File: config.mk
export PLATFORM = sky130hd
export DESIGN_NAME = usb_id_accessory_classifier_top
export DESIGN_NICKNAME = d
export VERILOG_FILES = /design/src/sv/uidac_pkg.sv /design/src/sv/usb_id_accessory_classifier_top.sv /design/src/sv/uidac_step.sv
export VERILOG_INCLUDE_DIRS = /design/src /design/src/sv
export SDC_FILE = /design/constraint.sdc
export NUM_CORES = 1
export LEC_CHECK = 0
export BUFFER_PORTS_ARGS = -buffer_cell sky130_fd_sc_hd__buf_2
export CELL_PAD_IN_SITES_DETAIL_PLACEMENT = 1
export CELL_PAD_IN_SITES_GLOBAL_PLACEMENT = 2
export CORE_MARGIN = 8
export CORE_UTILIZATION = 32
export CTS_CLUSTER_DIAMETER = 60
export CTS_CLUSTER_SIZE = 20
export DETAILED_ROUTE_END_ITERATION = 10
export PLACE_DENSITY_LB_ADDON = 0.1
export SLEW_MARGIN = 30
export SYNTH_ARGS = -nofsm -noshare
export SYNTH_HDL_FRONTEND = slang
export SYNTH_SLANG_ARGS = --single-unit
File: constraint.sdc
create_clock -name clk -period 6 [get_ports clk]
set_clock_uncertainty 0.15 [all_clocks]
set_input_delay 0.6 -clock clk [delete_from_list [all_inputs] [get_ports clk]]
set_output_delay 0.6 -clock clk [all_outputs]
set_load 0.005 [all_outputs]
File: src/sv/assert_macros.svh
// Assertion helper macros for the accessory classifier RTL.
// Included by the top level; no other dependencies.
`ifndef ASSERT_MACROS_SVH
`define ASSERT_MACROS_SVH

// Same-cycle implication, checked outside reset
`define ASSERT_IMPLIES(label, clk, rst_n, ante, cons, msg) \
  label: assert property (@(posedge clk) disable iff (!rst_n) (ante) |-> (cons)) \
    else $error(msg);

// Next-cycle implication, checked outside reset
`define ASSERT_NEXT(label, clk, rst_n, ante, cons, msg) \
  label: assert property (@(posedge clk) disable iff (!rst_n) (ante) |=> (cons)) \
    else $error(msg);

`endif

File: src/sv/uidac_pkg.sv
// Shared types and constants for the USB ID accessory classifier.
// No dependencies; imported by uidac_step and the top level.
`timescale 1ns / 1ps

package uidac_pkg;

  // Accessory and dock switch encoding
  typedef enum logic [2:0] {
    ACC_UNDOCKED = 3'd0,
    ACC_DESK     = 3'd1,
    ACC_CAR      = 3'd2,
    ACC_HEADSET  = 3'd3,
    ACC_DMB      = 3'd4,
    ACC_MHL      = 3'd5,
    ACC_HOST     = 3'd6,
    ACC_UNDEF    = 3'd7
  } acc_t;

  // Audio path actions
  localparam logic [1:0] AUDIO_NONE      = 2'd0;
  localparam logic [1:0] AUDIO_USB_AUDIO = 2'd1;
  localparam logic [1:0] AUDIO_USB       = 2'd2;

  // Host notify actions
  localparam logic [1:0] HOST_NONE       = 2'd0;
  localparam logic [1:0] HOST_CONNECT    = 2'd1;
  localparam logic [1:0] HOST_DISCONNECT = 2'd2;

  // Register indexes on the configuration port
  localparam logic [2:0] REG_STABLE_NEEDED = 3'd0;
  localparam logic [2:0] REG_ADC_MODE      = 3'd1;
  localparam logic [2:0] REG_SECOND_PROBE  = 3'd2;
  localparam logic [2:0] REG_MHL_SUPPORTED = 3'd3;
  localparam logic [2:0] REG_HOST_SUPPORTED = 3'd4;

  // Resistor windows of the first reading
  localparam logic [11:0] ADC_SECOND_HI  = 12'd150;
  localparam logic [11:0] ADC_CAR_HI     = 12'd220;
  localparam logic [11:0] ADC_HEADSET_LO = 12'd370;
  localparam logic [11:0] ADC_DMB_LO     = 12'd440;
  localparam logic [11:0] ADC_DESK_LO    = 12'd550;
  localparam logic [11:0] ADC_DESK_HI    = 12'd620;
  // Inclusive MHL window of the second reading
  localparam logic [11:0] ADC_MHL_LO     = 12'd770;
  localparam logic [11:0] ADC_MHL_HI     = 12'd1020;

  typedef struct packed {
    logic [3:0] stable_needed;
    logic       adc_mode;
    logic       second_probe_present;
    logic       mhl_supported;
    logic       host_supported;
  } cfg_t;

  typedef struct packed {
    logic        id_level;
    logic        redetect;
    logic [11:0] adc_first;
    logic [11:0] adc_second;
  } item_t;

  typedef struct packed {
    acc_t       last_class;
    logic [3:0] same_count;
    acc_t       current_accessory;
  } state_t;

  typedef struct packed {
    logic       settled;
    acc_t       accessory;
    logic       switch_update;
    acc_t       switch_value;
    logic [1:0] audio_path;
    logic [1:0] host_notify;
    logic       charge_clear;
    logic       irq_rearm;
    logic       irq_trigger_high;
  } result_t;

endpackage

File: src/sv/usb_id_accessory_classifier_top.sv
// USB ID accessory classifier: input register, step logic, result register
// and the configuration registers. Depends on uidac_pkg, uidac_step and
// assert_macros.svh.
// A word accepted into the input register passes through the step logic
// and the result register before it appears on the out_ ports.
// Throughput: one word per cycle while out_stall is low; the classify/count/act
// logic between the two registers is the only path and the run state updates as a word moves.
// Reset (rst_n low, synchronous): pipeline empty, run state cleared to
// undocked, registers back to stable_needed 3 and all enables set.
`timescale 1ns / 1ps
`include "assert_macros.svh"

module usb_id_accessory_classifier_top (
  input  logic        clk,
  input  logic        rst_n,
  // input channel
  input  logic        in_valid,
  output logic        in_stall,
  input  logic        in_id_level,
  input  logic        in_redetect,
  input  logic [11:0] in_adc_first,
  input  logic [11:0] in_adc_second,
  // result channel
  output logic        out_valid,
  input  logic        out_stall,
  output logic        out_settled,
  output logic [2:0]  out_accessory,
  output logic        out_switch_update,
  output logic [2:0]  out_switch_value,
  output logic [1:0]  out_audio_path,
  output logic [1:0]  out_host_notify,
  output logic        out_charge_clear,
  output logic        out_irq_rearm,
  output logic        out_irq_trigger_high,
  // configuration port
  input  logic        psel,
  input  logic        penable,
  input  logic        pwrite,
  input  logic [4:0]  paddr,
  input  logic [31:0] pwdata,
  output logic [31:0] prdata,
  output logic        pready
);
  import uidac_pkg::*;

  cfg_t    cfg_r;
  item_t   item_r;
  logic    item_valid_r;
  state_t  state_r;
  state_t  state_nxt;
  result_t res_nxt;
  result_t res_r;
  logic    out_valid_r;
  logic    out_load;
  logic    in_take;
  logic [2:0] reg_idx;

  assign reg_idx = paddr[4:2];
  assign pready  = 1'b1;

  // Configuration writes
  always_ff @(posedge clk) begin
    if (!rst_n) begin
      cfg_r.stable_needed        <= 4'd3;
      cfg_r.adc_mode             <= 1'b1;
      cfg_r.second_probe_present <= 1'b1;
      cfg_r.mhl_supported        <= 1'b1;
      cfg_r.host_supported       <= 1'b1;
    end else if (psel && penable && pwrite) begin
      case (reg_idx)
        REG_STABLE_NEEDED:  cfg_r.stable_needed        <= pwdata[3:0];
        REG_ADC_MODE:       cfg_r.adc_mode             <= pwdata[0];
        REG_SECOND_PROBE:   cfg_r.second_probe_present <= pwdata[0];
        REG_MHL_SUPPORTED:  cfg_r.mhl_supported        <= pwdata[0];
        REG_HOST_SUPPORTED: cfg_r.host_supported       <= pwdata[0];
        default: begin
        end
      endcase
    end
  end

  // Configuration reads
  always_comb begin
    prdata = '0;
    case (reg_idx)
      REG_STABLE_NEEDED:  prdata[3:0] = cfg_r.stable_needed;
      REG_ADC_MODE:       prdata[0]   = cfg_r.adc_mode;
      REG_SECOND_PROBE:   prdata[0]   = cfg_r.second_probe_present;
      REG_MHL_SUPPORTED:  prdata[0]   = cfg_r.mhl_supported;
      REG_HOST_SUPPORTED: prdata[0]   = cfg_r.host_supported;
      default:            prdata      = '0;
    endcase
  end

  // Handshake: result register loads when empty or being taken
  assign out_load = item_valid_r && (!out_valid_r || !out_stall);
  assign in_stall = item_valid_r && !out_load;
  assign in_take  = in_valid && !in_stall;

  // Input register
  always_ff @(posedge clk) begin
    if (!rst_n) begin
      item_valid_r <= 1'b0;
    end else if (in_take) begin
      item_valid_r <= 1'b1;
    end else if (out_load) begin
      item_valid_r <= 1'b0;
    end
  end

  always_ff @(posedge clk) begin
    if (in_take) begin
      item_r.id_level   <= in_id_level;
      item_r.redetect   <= in_redetect;
      item_r.adc_first  <= in_adc_first;
      item_r.adc_second <= in_adc_second;
    end
  end

  uidac_step u_step (
    .cfg       (cfg_r),
    .item      (item_r),
    .state     (state_r),
    .state_nxt (state_nxt),
    .res       (res_nxt)
  );

  // Run state advances as a word moves into the result register
  always_ff @(posedge clk) begin
    if (!rst_n) begin
      state_r.last_class        <= ACC_UNDOCKED;
      state_r.same_count        <= 4'd0;
      state_r.current_accessory <= ACC_UNDOCKED;
    end else if (out_load) begin
      state_r <= state_nxt;
    end
  end

  // Result register
  always_ff @(posedge clk) begin
    if (!rst_n) begin
      out_valid_r <= 1'b0;
    end else if (out_load) begin
      out_valid_r <= 1'b1;
    end else if (!out_stall) begin
      out_valid_r <= 1'b0;
    end
  end

  always_ff @(posedge clk) begin
    if (out_load) begin
      res_r <= res_nxt;
    end
  end

  assign out_valid            = out_valid_r;
  assign out_settled          = res_r.settled;
  assign out_accessory        = res_r.accessory;
  assign out_switch_update    = res_r.switch_update;
  assign out_switch_value     = res_r.switch_value;
  assign out_audio_path       = res_r.audio_path;
  assign out_host_notify      = res_r.host_notify;
  assign out_charge_clear     = res_r.charge_clear;
  assign out_irq_rearm        = res_r.irq_rearm;
  assign out_irq_trigger_high = res_r.irq_trigger_high;

  // A held result always matches the accessory state
  `ASSERT_IMPLIES(a_acc_tracks_state, clk, rst_n, out_valid_r, res_r.accessory == state_r.current_accessory, "result accessory differs from state")
  // MHL never re-arms the ID interrupt
  `ASSERT_IMPLIES(a_mhl_no_rearm, clk, rst_n, out_valid_r && res_r.accessory == ACC_MHL, !res_r.irq_rearm, "interrupt re-armed while MHL")
  // Retry carries no actions
  `ASSERT_IMPLIES(a_retry_quiet, clk, rst_n, out_valid_r && !res_r.settled, !res_r.switch_update && !res_r.irq_rearm && res_r.audio_path == AUDIO_NONE && res_r.host_notify == HOST_NONE && !res_r.charge_clear, "retry with actions")
  // A full input register behind a stalled result holds its word
  `ASSERT_NEXT(a_hold_when_full, clk, rst_n, item_valid_r && out_valid_r && out_stall, item_valid_r, "input word dropped under stall")

endmodule

File: src/sv/uidac_step.sv
// Combinational step: classify one sample, advance the run counter and
// decode the accessory actions. Depends on uidac_pkg.
`timescale 1ns / 1ps

module uidac_step (
  input  uidac_pkg::cfg_t    cfg,
  input  uidac_pkg::item_t   item,
  input  uidac_pkg::state_t  state,
  output uidac_pkg::state_t  state_nxt,
  output uidac_pkg::result_t res
);
  import uidac_pkg::*;

  acc_t       second_cls;
  acc_t       cls;
  acc_t       acc_nxt;
  logic       mhl_hit;
  logic [3:0] count_base;
  logic [3:0] count_nxt;
  logic       retry;

  // Resolve the lowest window with the second reading
  always_comb begin
    mhl_hit = cfg.second_probe_present &&
              (item.adc_second >= ADC_MHL_LO) && (item.adc_second <= ADC_MHL_HI);
    if (mhl_hit) begin
      second_cls = cfg.mhl_supported ? ACC_MHL : ACC_UNDEF;
    end else begin
      second_cls = cfg.host_supported ? ACC_HOST : ACC_UNDEF;
    end
  end

  // Sort the first reading into its window
  always_comb begin
    if (!cfg.adc_mode || (item.id_level && !item.redetect)) begin
      cls = ACC_UNDOCKED;
    end else if (item.adc_first < ADC_SECOND_HI) begin
      cls = second_cls;
    end else if (item.adc_first < ADC_CAR_HI) begin
      cls = ACC_CAR;
    end else if (item.adc_first >= ADC_HEADSET_LO && item.adc_first < ADC_DMB_LO) begin
      cls = ACC_HEADSET;
    end else if (item.adc_first >= ADC_DMB_LO && item.adc_first < ADC_DESK_LO) begin
      cls = ACC_DMB;
    end else if (item.adc_first >= ADC_DESK_LO && item.adc_first < ADC_DESK_HI) begin
      cls = ACC_DESK;
    end else begin
      cls = ACC_UNDEF;
    end
  end

  // Run counter: restart after a settled run, count equal classes
  always_comb begin
    count_base = (state.same_count >= cfg.stable_needed) ? 4'd0 : state.same_count;
    count_nxt  = (cls == state.last_class) ? count_base + 4'd1 : 4'd0;
    retry      = cfg.adc_mode && (count_nxt < cfg.stable_needed);
  end

  // Decode actions and the next accessory state
  always_comb begin
    res     = '0;
    acc_nxt = state.current_accessory;
    case (cls)
      ACC_DESK, ACC_CAR, ACC_MHL: begin
        res.switch_update = 1'b1;
        res.switch_value  = cls;
        acc_nxt           = cls;
      end
      ACC_HEADSET: begin
        res.audio_path = AUDIO_USB_AUDIO;
        acc_nxt        = ACC_HEADSET;
      end
      ACC_HOST: begin
        res.host_notify = HOST_CONNECT;
        acc_nxt         = ACC_HOST;
      end
      ACC_DMB: begin
        res.charge_clear  = 1'b1;
        res.switch_update = 1'b1;
        res.switch_value  = ACC_DMB;
        acc_nxt           = ACC_DMB;
      end
      default: begin
        // Removal of whatever is attached; MHL keeps its accessory state
        case (state.current_accessory)
          ACC_DESK, ACC_CAR, ACC_DMB: begin
            res.switch_update = 1'b1;
            res.switch_value  = ACC_UNDOCKED;
            acc_nxt           = ACC_UNDOCKED;
          end
          ACC_HEADSET: begin
            res.audio_path = AUDIO_USB;
            acc_nxt        = ACC_UNDOCKED;
          end
          ACC_MHL: begin
            res.switch_update = 1'b1;
            res.switch_value  = ACC_UNDOCKED;
          end
          ACC_HOST: begin
            res.host_notify = HOST_DISCONNECT;
            acc_nxt         = ACC_UNDOCKED;
          end
          default: begin
          end
        endcase
      end
    endcase

    // Re-arm the ID interrupt unless MHL owns the line
    if (acc_nxt != ACC_MHL) begin
      res.irq_rearm        = 1'b1;
      res.irq_trigger_high = (acc_nxt == ACC_UNDOCKED) ? !item.id_level : 1'b1;
    end
    res.settled   = 1'b1;
    res.accessory = acc_nxt;

    // Retry reports nothing and keeps the accessory
    if (retry) begin
      res           = '0;
      res.accessory = state.current_accessory;
    end
  end

  // Next state; counter and last class move only in ADC mode
  always_comb begin
    state_nxt = state;
    if (cfg.adc_mode) begin
      state_nxt.last_class = cls;
      state_nxt.same_count = count_nxt;
    end
    if (!retry) begin
      state_nxt.current_accessory = acc_nxt;
    end
  end

endmodule
==> results.txt, run 1 <==
Synth unique cells -> 59
Worst path max stage delay -> 0.65 ns
Root cell of the clock tree -> clkbuf_8
Crit. End Element -> flop
Cell family with most CP delay -> simple AND/OR/NAND/NOR gates
Crit Path Class -> reg2reg
DRT iter0 DRCs -> 79
Clock buffer depth -> 2
Worst R2R End -> out_accessory[1]
Clock-pin slew on the worst setup and hold paths -> 0.08 ns
CTS tree -> built
Leak Pwr -> 1.60 nW
Core area -> 10300 um^2
Area of the multi-input gates -> 1560 um^2
Max-Slew Margin vs Limit -> 48.0%
Crit path time final -> 4.50 ns
# fillers -> 1230
PwrDens -> 243 nW/um^2
Area of placed instances -> 3690 um^2
Unrepaired setup endpoints after global routing -> false
# hold bufs at CTS -> 0
EDFF count, synth -> 40
Rows -> 37
Ranking of synthesized cells by area -> edfxtp_1 (36%), dfxtp_1 (12%), buf_4 (6.7%)
Pre-antenna DRT Iters -> 4
Initial antenna violation count -> 0
WL/cell -> 14.9 um
XOR/XNOR share of the synthesized area -> 1.04%
Sequential-to-total area share from yosys stat -> 47.7%
Commonest non-fill, non-tap cells in the layout -> buf_2 (59), edfxtp_1 (40), nand2_1 (32), conb_1 (29), dfxtp_1 (20)
WP data required -> 5.93 ns
Largest net degree at the start of global routing -> 26
Layout Nets -> 468
Post-CTS Setup Bufs -> 0
R2R cell count -> 12
CTS buffer count -> 9
First-pass GRT wire length -> 13200 um
Worst hold endpoint -> item_r[13]
Final setup vio count -> 0
Area of the die -> 14000 um^2
Hold/Removal Path Class -> in2reg
Syn Area/Cell -> 10.4 um^2
Largest area contributor in the netlist -> edfxtp_1
Worst VDD drop -> 0.131 mV
Bufs and invs on worst path -> 0
Final core occ -> 37.9%
Final Cell Area -> 3890 um^2
Die span in x -> 118 um
Post-Synthesis Cells -> 324
WP data arrival -> 4.43 ns
Ys Warns -> 0
Hold path cells -> 1
Worst r2r src -> item_r[20]
Vias in the first global route -> 2650
ANT nets after route -> 0
Clk_lat worst skew -> 0.33 ns
Largest family of logic cells by synthesized area -> simple AND/OR/NAND/NOR gates
Via/cell ratio -> 4.67
Via count -> 2458
Adder-cell share of the synthesized area -> 4.84%
Grt ovf -> 0
Final Power -> 0.000947 W
FF+latch count, synth -> 60
Area growth from synthesis to layout -> 15.8%
Share of the synthesized area in the top cell type -> 35.7%
Final Max Slew Viols -> 0
PostCTS Resize Cnt -> 0
CTS sink cnt -> 60
IO Pins -> 120
Diodes inserted -> 0
Die Y -> 118 um
FF+latch area -> 1600 um^2
Worst path cell trace -> nor4_1 > o211ai_1 > nor2_1 > a32oi_4 > xnor2_1 > nor4b_1 > ha_1 > a21oi_1 > nand3_1 > nand2_1 > o41a_1 > mux2_1
PortBufs -> 59
Run status -> complete, no violations
Most common cell after layout, fill and taps aside -> buf_2
FMAX -> 222 MHz
Htree depth -> 3
Final hold violations -> 0
Asr flop ratio synth -> 0%
Crit-path slowest cell -> o41a_1
Critical Path Fanout Max -> 21
Max-Cap Viols -> 0
Complex-gate fraction of the synthesized area -> 15.7%
Most used DFF post-synth -> edfxtp_1
R2R Setup Slk -> 1.50 ns
Total global-route track usage -> 11.4%
Mux cell area share after synthesis -> 3.69%
Mapped cell area -> 3360 um^2
Worst Setup Start Kind -> flop
Placer Congestion -> 0.759
Post-DP HPWL -> 6070 um
Routed wire length -> 7820 um
TNS Setup -> 0 ns
Hold Path Origin -> in_adc_first[1]
Share of layout cells above drive strength 1 -> 22.1%
Measured slew at the worst slew-check pin -> 0.780 ns
Initial Util -> 32.7%
Synth Area in Simple Gates -> 17.6%
DR DRC count -> 0
Final period util -> 75.0%
[metal layers]
metal / track usage [%] / share of wire (%) / vias to the layer above
li1: - / - / 1245
met1: 14.0 / 48 / 1137
met2: 18.4 / 45 / 68
met3: 3.76 / 5.9 / 8
met4: 3.79 / 1.1 / 0
met5: 0 / 0 / -
[worst max-delay path by stage]
stage	startpoint	endpoint	slack (ns)	cells past startpoint
after floorplan	item_r[23]	out_accessory[1]	2.44	13
after global placement	item_r[20]	out_accessory[1]	1.39	12
after detailed placement	item_r[20]	out_accessory[1]	1.50	12
after CTS	item_r[23]	out_accessory[1]	1.45	12
after global routing	item_r[20]	out_host_notify[0]	0.97	13
final	item_r[20]	out_accessory[1]	1.50	12
[sequential cells by signal, summed over array words and instances, names as in the netlist]
signal                cells
state_r                  10
out_irq_rearm             1
out_charge_clear          1
out_valid                 1
out_switch_update         1
cfg_r                     8
out_accessory             3
out_irq_trigger_high      1
item_r                   25
out_switch_value          3
item_valid_r              1
out_host_notify           2
out_audio_path            2
out_settled               1
[area by class of cell]
type	count	area share (%)
flip-flops and latches	60	41.1
multi-input cells	239	40.1
repair buffers	59	7.59
well taps	136	4.37
clock buffers	9	3.18
clock inverters	7	2.12
inverters	16	1.54
[kinds of logic after synthesis]
group / count (synthesis)
muxes: 12
and+or+nand+nor: 111
AOI/OAI and AO/OA: 70
xor gates and xnor gates: 4
buffers and inverters: 52
other: 2
adders and majority gates: 13
DFF: 60
[cell usage after synthesis (2+ instances only)]
library cell / instances
a21boi_0: 4
a21o_1: 3
a21oi_1: 12
a221oi_1: 2
a22oi_1: 2
a31oi_1: 2
and2_1: 10
and3_1: 4
buf_4: 30
clkbuf_1: 5
conb_1: 2
dfxtp_1: 20
edfxtp_1: 40
ha_1: 13
inv_1: 16
mux2_2: 2
mux2i_1: 9
nand2_1: 32
nand2b_1: 4
nand3_1: 9
nand4_1: 3
nand4b_1: 2
nor2_1: 19
nor2b_1: 7
nor3_1: 8
nor4b_1: 2
nor4bb_1: 2
o211ai_1: 6
o21a_1: 6
o21ai_0: 13
o21ai_2: 2
o221ai_1: 2
o31a_1: 2
or3_1: 2
xnor2_1: 2
xor2_1: 2
[stage by stage]
step	std cells	setup slack, ns	hold WS, ns
4_1_cts	526	1.45	0.268
3_5_place_dp	510	1.50	0.319
3_3_place_gp	510	1.39	0.309
6_report	526	1.50	0.284
2_1_floorplan	351	2.44	0.293
5_1_grt	526	0.969	0.262
[where the power goes]
part / internal, W / total [W] / switching (W)
combinational: 0.0000387 / 0.000100 / 0.0000613
sequential: 0.000458 / 0.000470 / 0.0000120
clock: 0.000198 / 0.000377 / 0.000179
total: 0.000695 / 0.000947 / 0.000252
Note: power is estimated with default switching activity, not from simulation.
==> inputs of run 2 (changes only) <==
--- a/config.mk
+++ b/config.mk
@@ -6,11 +6,12 @@
 export SDC_FILE = /design/constraint.sdc
 export NUM_CORES = 1
 export LEC_CHECK = 0
+export ABC_AREA = 1
 export BUFFER_PORTS_ARGS = -buffer_cell sky130_fd_sc_hd__buf_2
 export CELL_PAD_IN_SITES_DETAIL_PLACEMENT = 1
 export CELL_PAD_IN_SITES_GLOBAL_PLACEMENT = 2
 export CORE_MARGIN = 8
-export CORE_UTILIZATION = 32
+export CORE_UTILIZATION = 28
 export CTS_CLUSTER_DIAMETER = 60
 export CTS_CLUSTER_SIZE = 20
 export DETAILED_ROUTE_END_ITERATION = 10
==> constraint.sdc (replaced) <==
create_clock -name clk -period 4.7 [get_ports clk]
set_clock_uncertainty 0.15 [all_clocks]
set_input_delay 0.47 -clock clk [delete_from_list [all_inputs] [get_ports clk]]
set_output_delay 0.47 -clock clk [all_outputs]
set_load 0.005 [all_outputs]
==> run 2 against run 1 <==
  * Critical path depth is 5 higher
  * Worst setup slack better by 0.022 ns
  * Combinational power is 67% higher
  * Register-to-register slack better by 0.02 ns
  * Sequential share of layout area is 1.3 points lower
  * Final cell count is 18% higher
  * Flip-flop and latch count stayed put
  * Die area is 14% higher
  * Power is 46% higher
  * Critical path type unchanged
==> results.txt, run 2 <==
Crit path time final -> 3.18 ns (-1.32 ns)
Most common cell after layout, fill and taps aside -> nand2_1
Asr flop ratio synth -> 0% (unchanged)
Diodes inserted -> 0 (unchanged)
Share of layout cells above drive strength 1 -> 22.0% (-0.064 points)
Worst Setup Start Kind -> flop
Final setup vio count -> 0 (unchanged)
Die span in x -> 126 um (+6.5%)
Worst path cell trace -> inv_2 > nand2_1 > nor3_1 > nor2_1 > nand3_1 > nand3_1 > nand2_1 > nand2_2 > nand2_1 > nand2_1 > nand4_1 > inv_1 > ha_1 > a211oi_1 > nand2_4 > inv_2 > nor3_1
Sequential-to-total area share from yosys stat -> 47.1% (-0.58 points)
TNS Setup -> 0 ns (unchanged)
Unrepaired setup endpoints after global routing -> false
Cell family with most CP delay -> simple AND/OR/NAND/NOR gates
Synth top cells by count -> nand2_1 (71), inv_1 (58), nor2_1 (43), edfxtp_1 (40), nand3_1 (31)
WP data arrival -> 3.10 ns (-1.33 ns)
Root cell of the clock tree -> clkbuf_16
Initial Util -> 28.4% (-4.3 points)
Worst R2R End -> out_host_notify[1]
Largest regs -> item_r: 25 flops, state_r: 10 flops, cfg_r: 8 flops
Most common cell in the synthesized netlist -> nand2_1
Worst r2r src -> item_r[18]
Most used DFF post-synth -> edfxtp_1
Total global-route track usage -> 10.4% (-0.97 points)
Leak Pwr -> 1.84 nW (+15%)
WP data required -> 4.62 ns (-1.31 ns)
Layout Nets -> 551 (+18%)
Crit Path Class -> reg2reg
Syn Area/Cell -> 8.44 um^2 (-19%)
Hold path cells -> 1 (unchanged)
Via/cell ratio -> 4.31 (-7.7%)
Share of the synthesized area in the top cell type -> 35.3% (-0.43 points)
Routed wire length -> 7890 um (+0.92%)
Largest net degree at the start of global routing -> 26 (unchanged)
Max reg flops -> 25 (unchanged)
Htree depth -> 3 (unchanged)
# fillers -> 1436 (+17%)
Largest area contributor in the netlist -> edfxtp_1
Run status -> complete, no violations
Min setup slack post-route -> 1.52 ns (+0.0223 ns)
Worst hold endpoint -> item_r[5]
ANT nets after route -> 0 (unchanged)
Synth unique cells -> 35 (-41%)
# hold bufs at CTS -> 0 (unchanged)
Crit-path slowest cell -> edfxtp_1
Clk_lat worst skew -> 0.33 ns (about the same)
Post-Synthesis Cells -> 403 (+24%)
Core area -> 12000 um^2 (+16%)
Placer Congestion -> 0.759 (about the same)
DRT iter0 DRCs -> 77 (-2.5%)
Area growth from synthesis to layout -> 18.3%
Critical Path Fanout Max -> 15 (-29%)
Final Power -> 0.00138 W (+46%)
Clock buffer depth -> 2 (unchanged)
PostCTS Resize Cnt -> 0 (unchanged)
Max-Slew Margin vs Limit -> 41.8% (-6.1 points)
Ranking of synthesized cells by area -> edfxtp_1 (35%), dfxtp_1 (12%), nand2_1 (7.8%)
Via count -> 2674 (+8.8%)
Hold Path Origin -> in_adc_second[5]
Most used cell, CP -> nand2_1
Clock-pin slew on the worst setup and hold paths -> 0.05 ns (-0.03 ns)
FMAX -> 315 MHz (+42%)
Rows -> 40 (+8.1%)
FF+latch count, synth -> 60 (unchanged)
FF+latch area -> 1600 um^2 (unchanged)
Die Y -> 126 um (+6.5%)
R2R cell count -> 17 (+5)
Bufs and invs on worst path -> 3 (+3)
Hold_ws -> 0.162 ns (-0.122 ns)
Biggest register -> item_r
EDFF count, synth -> 40 (unchanged)
DR DRC count -> 0 (unchanged)
Max-Cap Viols -> 0 (unchanged)
Initial antenna violation count -> 0 (unchanged)
First-pass GRT wire length -> 13300 um (+1.4%)
Measured slew at the worst slew-check pin -> 0.867 ns (+0.0867 ns)
Worst VDD drop -> 0.163 mV (+24%)
R2R Setup Slk -> 1.52 ns (+0.02 ns)
Worst path max stage delay -> 0.47 ns (-0.18 ns)
PwrDens -> 343 nW/um^2 (+41%)
Grt ovf -> 0 (unchanged)
IO Pins -> 120 (unchanged)
Area of the multi-input gates -> 1430 um^2 (-8.1%)
CTS buffer count -> 9 (unchanged)
CTS sink cnt -> 60 (unchanged)
CTS tree -> built
PortBufs -> 59 (unchanged)
WL/cell -> 12.7 um (-14%)
Final Max Slew Viols -> 0 (unchanged)
Final period util -> 67.6% (-7.4 points)
Vias in the first global route -> 2887 (+8.9%)
Final hold violations -> 0 (unchanged)
Commonest non-fill, non-tap cells in the layout -> nand2_1 (71), buf_2 (59), inv_1 (57), nor2_1 (43), edfxtp_1 (40)
Mapped cell area -> 3400 um^2 (+1.2%)
Pre-antenna DRT Iters -> 4 (unchanged)
Post-DP HPWL -> 6250 um (+2.9%)
Post-CTS Setup Bufs -> 0 (unchanged)
Area of the die -> 15900 um^2 (+14%)
Ys Warns -> 0 (unchanged)
Worst slack, placed -> 1.47 ns (-0.0246 ns)
Hold/Removal Path Class -> in2reg
Crit. End Element -> flop
==> run 2: cell types whose count changed after synthesis, moves of 7 or more <==
cell     delta
a21oi_1     +9
and2_1     -10
inv_1      +42
mux2i_1     -9
nand2_1    +39
nand2_2    +11
nand3_1    +22
nor2_1     +24
nor2b_1     -7
==> run 2: worst max path at each step <==
stage / startpoint / to / slack (ns) / cells past startpoint
CTS: item_r[18] / out_host_notify[1] / 1.46 / 17
floorplan: item_r[23] / out_irq_trigger_high / 1.87 / 19
finish: item_r[18] / out_host_notify[1] / 1.52 / 17
global placement: item_r[18] / out_switch_value[2] / 1.42 / 17
detailed placement: item_r[18] / out_audio_path[0] / 1.47 / 17
global route: item_r[18] / out_host_notify[1] / 1.15 / 17
==> run 2: power by group <==
group	internal, W	switching [W]	total, W	leakage, nW
Clock	0.000383	0.000222	0.000606	0.137
Sequential	0.000591	0.0000143	0.000606	0.547
Combinational	0.0000566	0.000111	0.000167	1.15
==> run 2: kinds of logic after synthesis <==
logic type | share of synthesized area (%)
AO/OA/AOI/OAI | 8.72
other | 0.221
AND/OR/NAND/NOR | 24.4
adder cells (fa/ha/maj) | 4.78
buffers and inverters | 14.0
XOR/XNOR | 0.772
flip-flops | 47.1
==> run 2: cell type report <==
| type | instances | share of cell area, % |
|---|---|---|
| sequential | 60 | 39.8 |
| multi-input combinational | 275 | 35.6 |
| timing repair buffer | 59 | 7.34 |
| clock buffer | 14 | 6.56 |
| inverter | 63 | 5.88 |
| tap | 147 | 4.57 |
| clock inverter | 2 | 0.249 |
==> run 2: metrics by stage <==
step           utilization (%)  cells  area [um^2]
6_report                  33.6    620         4020
5_1_grt                   33.6    620         4020
4_1_cts                   33.6    620         4020
3_5_place_dp              31.3    604         3750
3_3_place_gp              31.3    604         3740
2_1_floorplan                -    430         3500
==> run 2: per-layer routing <==
layer  vias to the layer above  part of all wire (%)  track usage, %
met3                        10                   6.6            4.51
met5                         -                     0               0
met1                      1216                    47            11.7
met2                        65                    45            16.8
li1                       1383                     -               -
met4                         0                   1.7            4.67
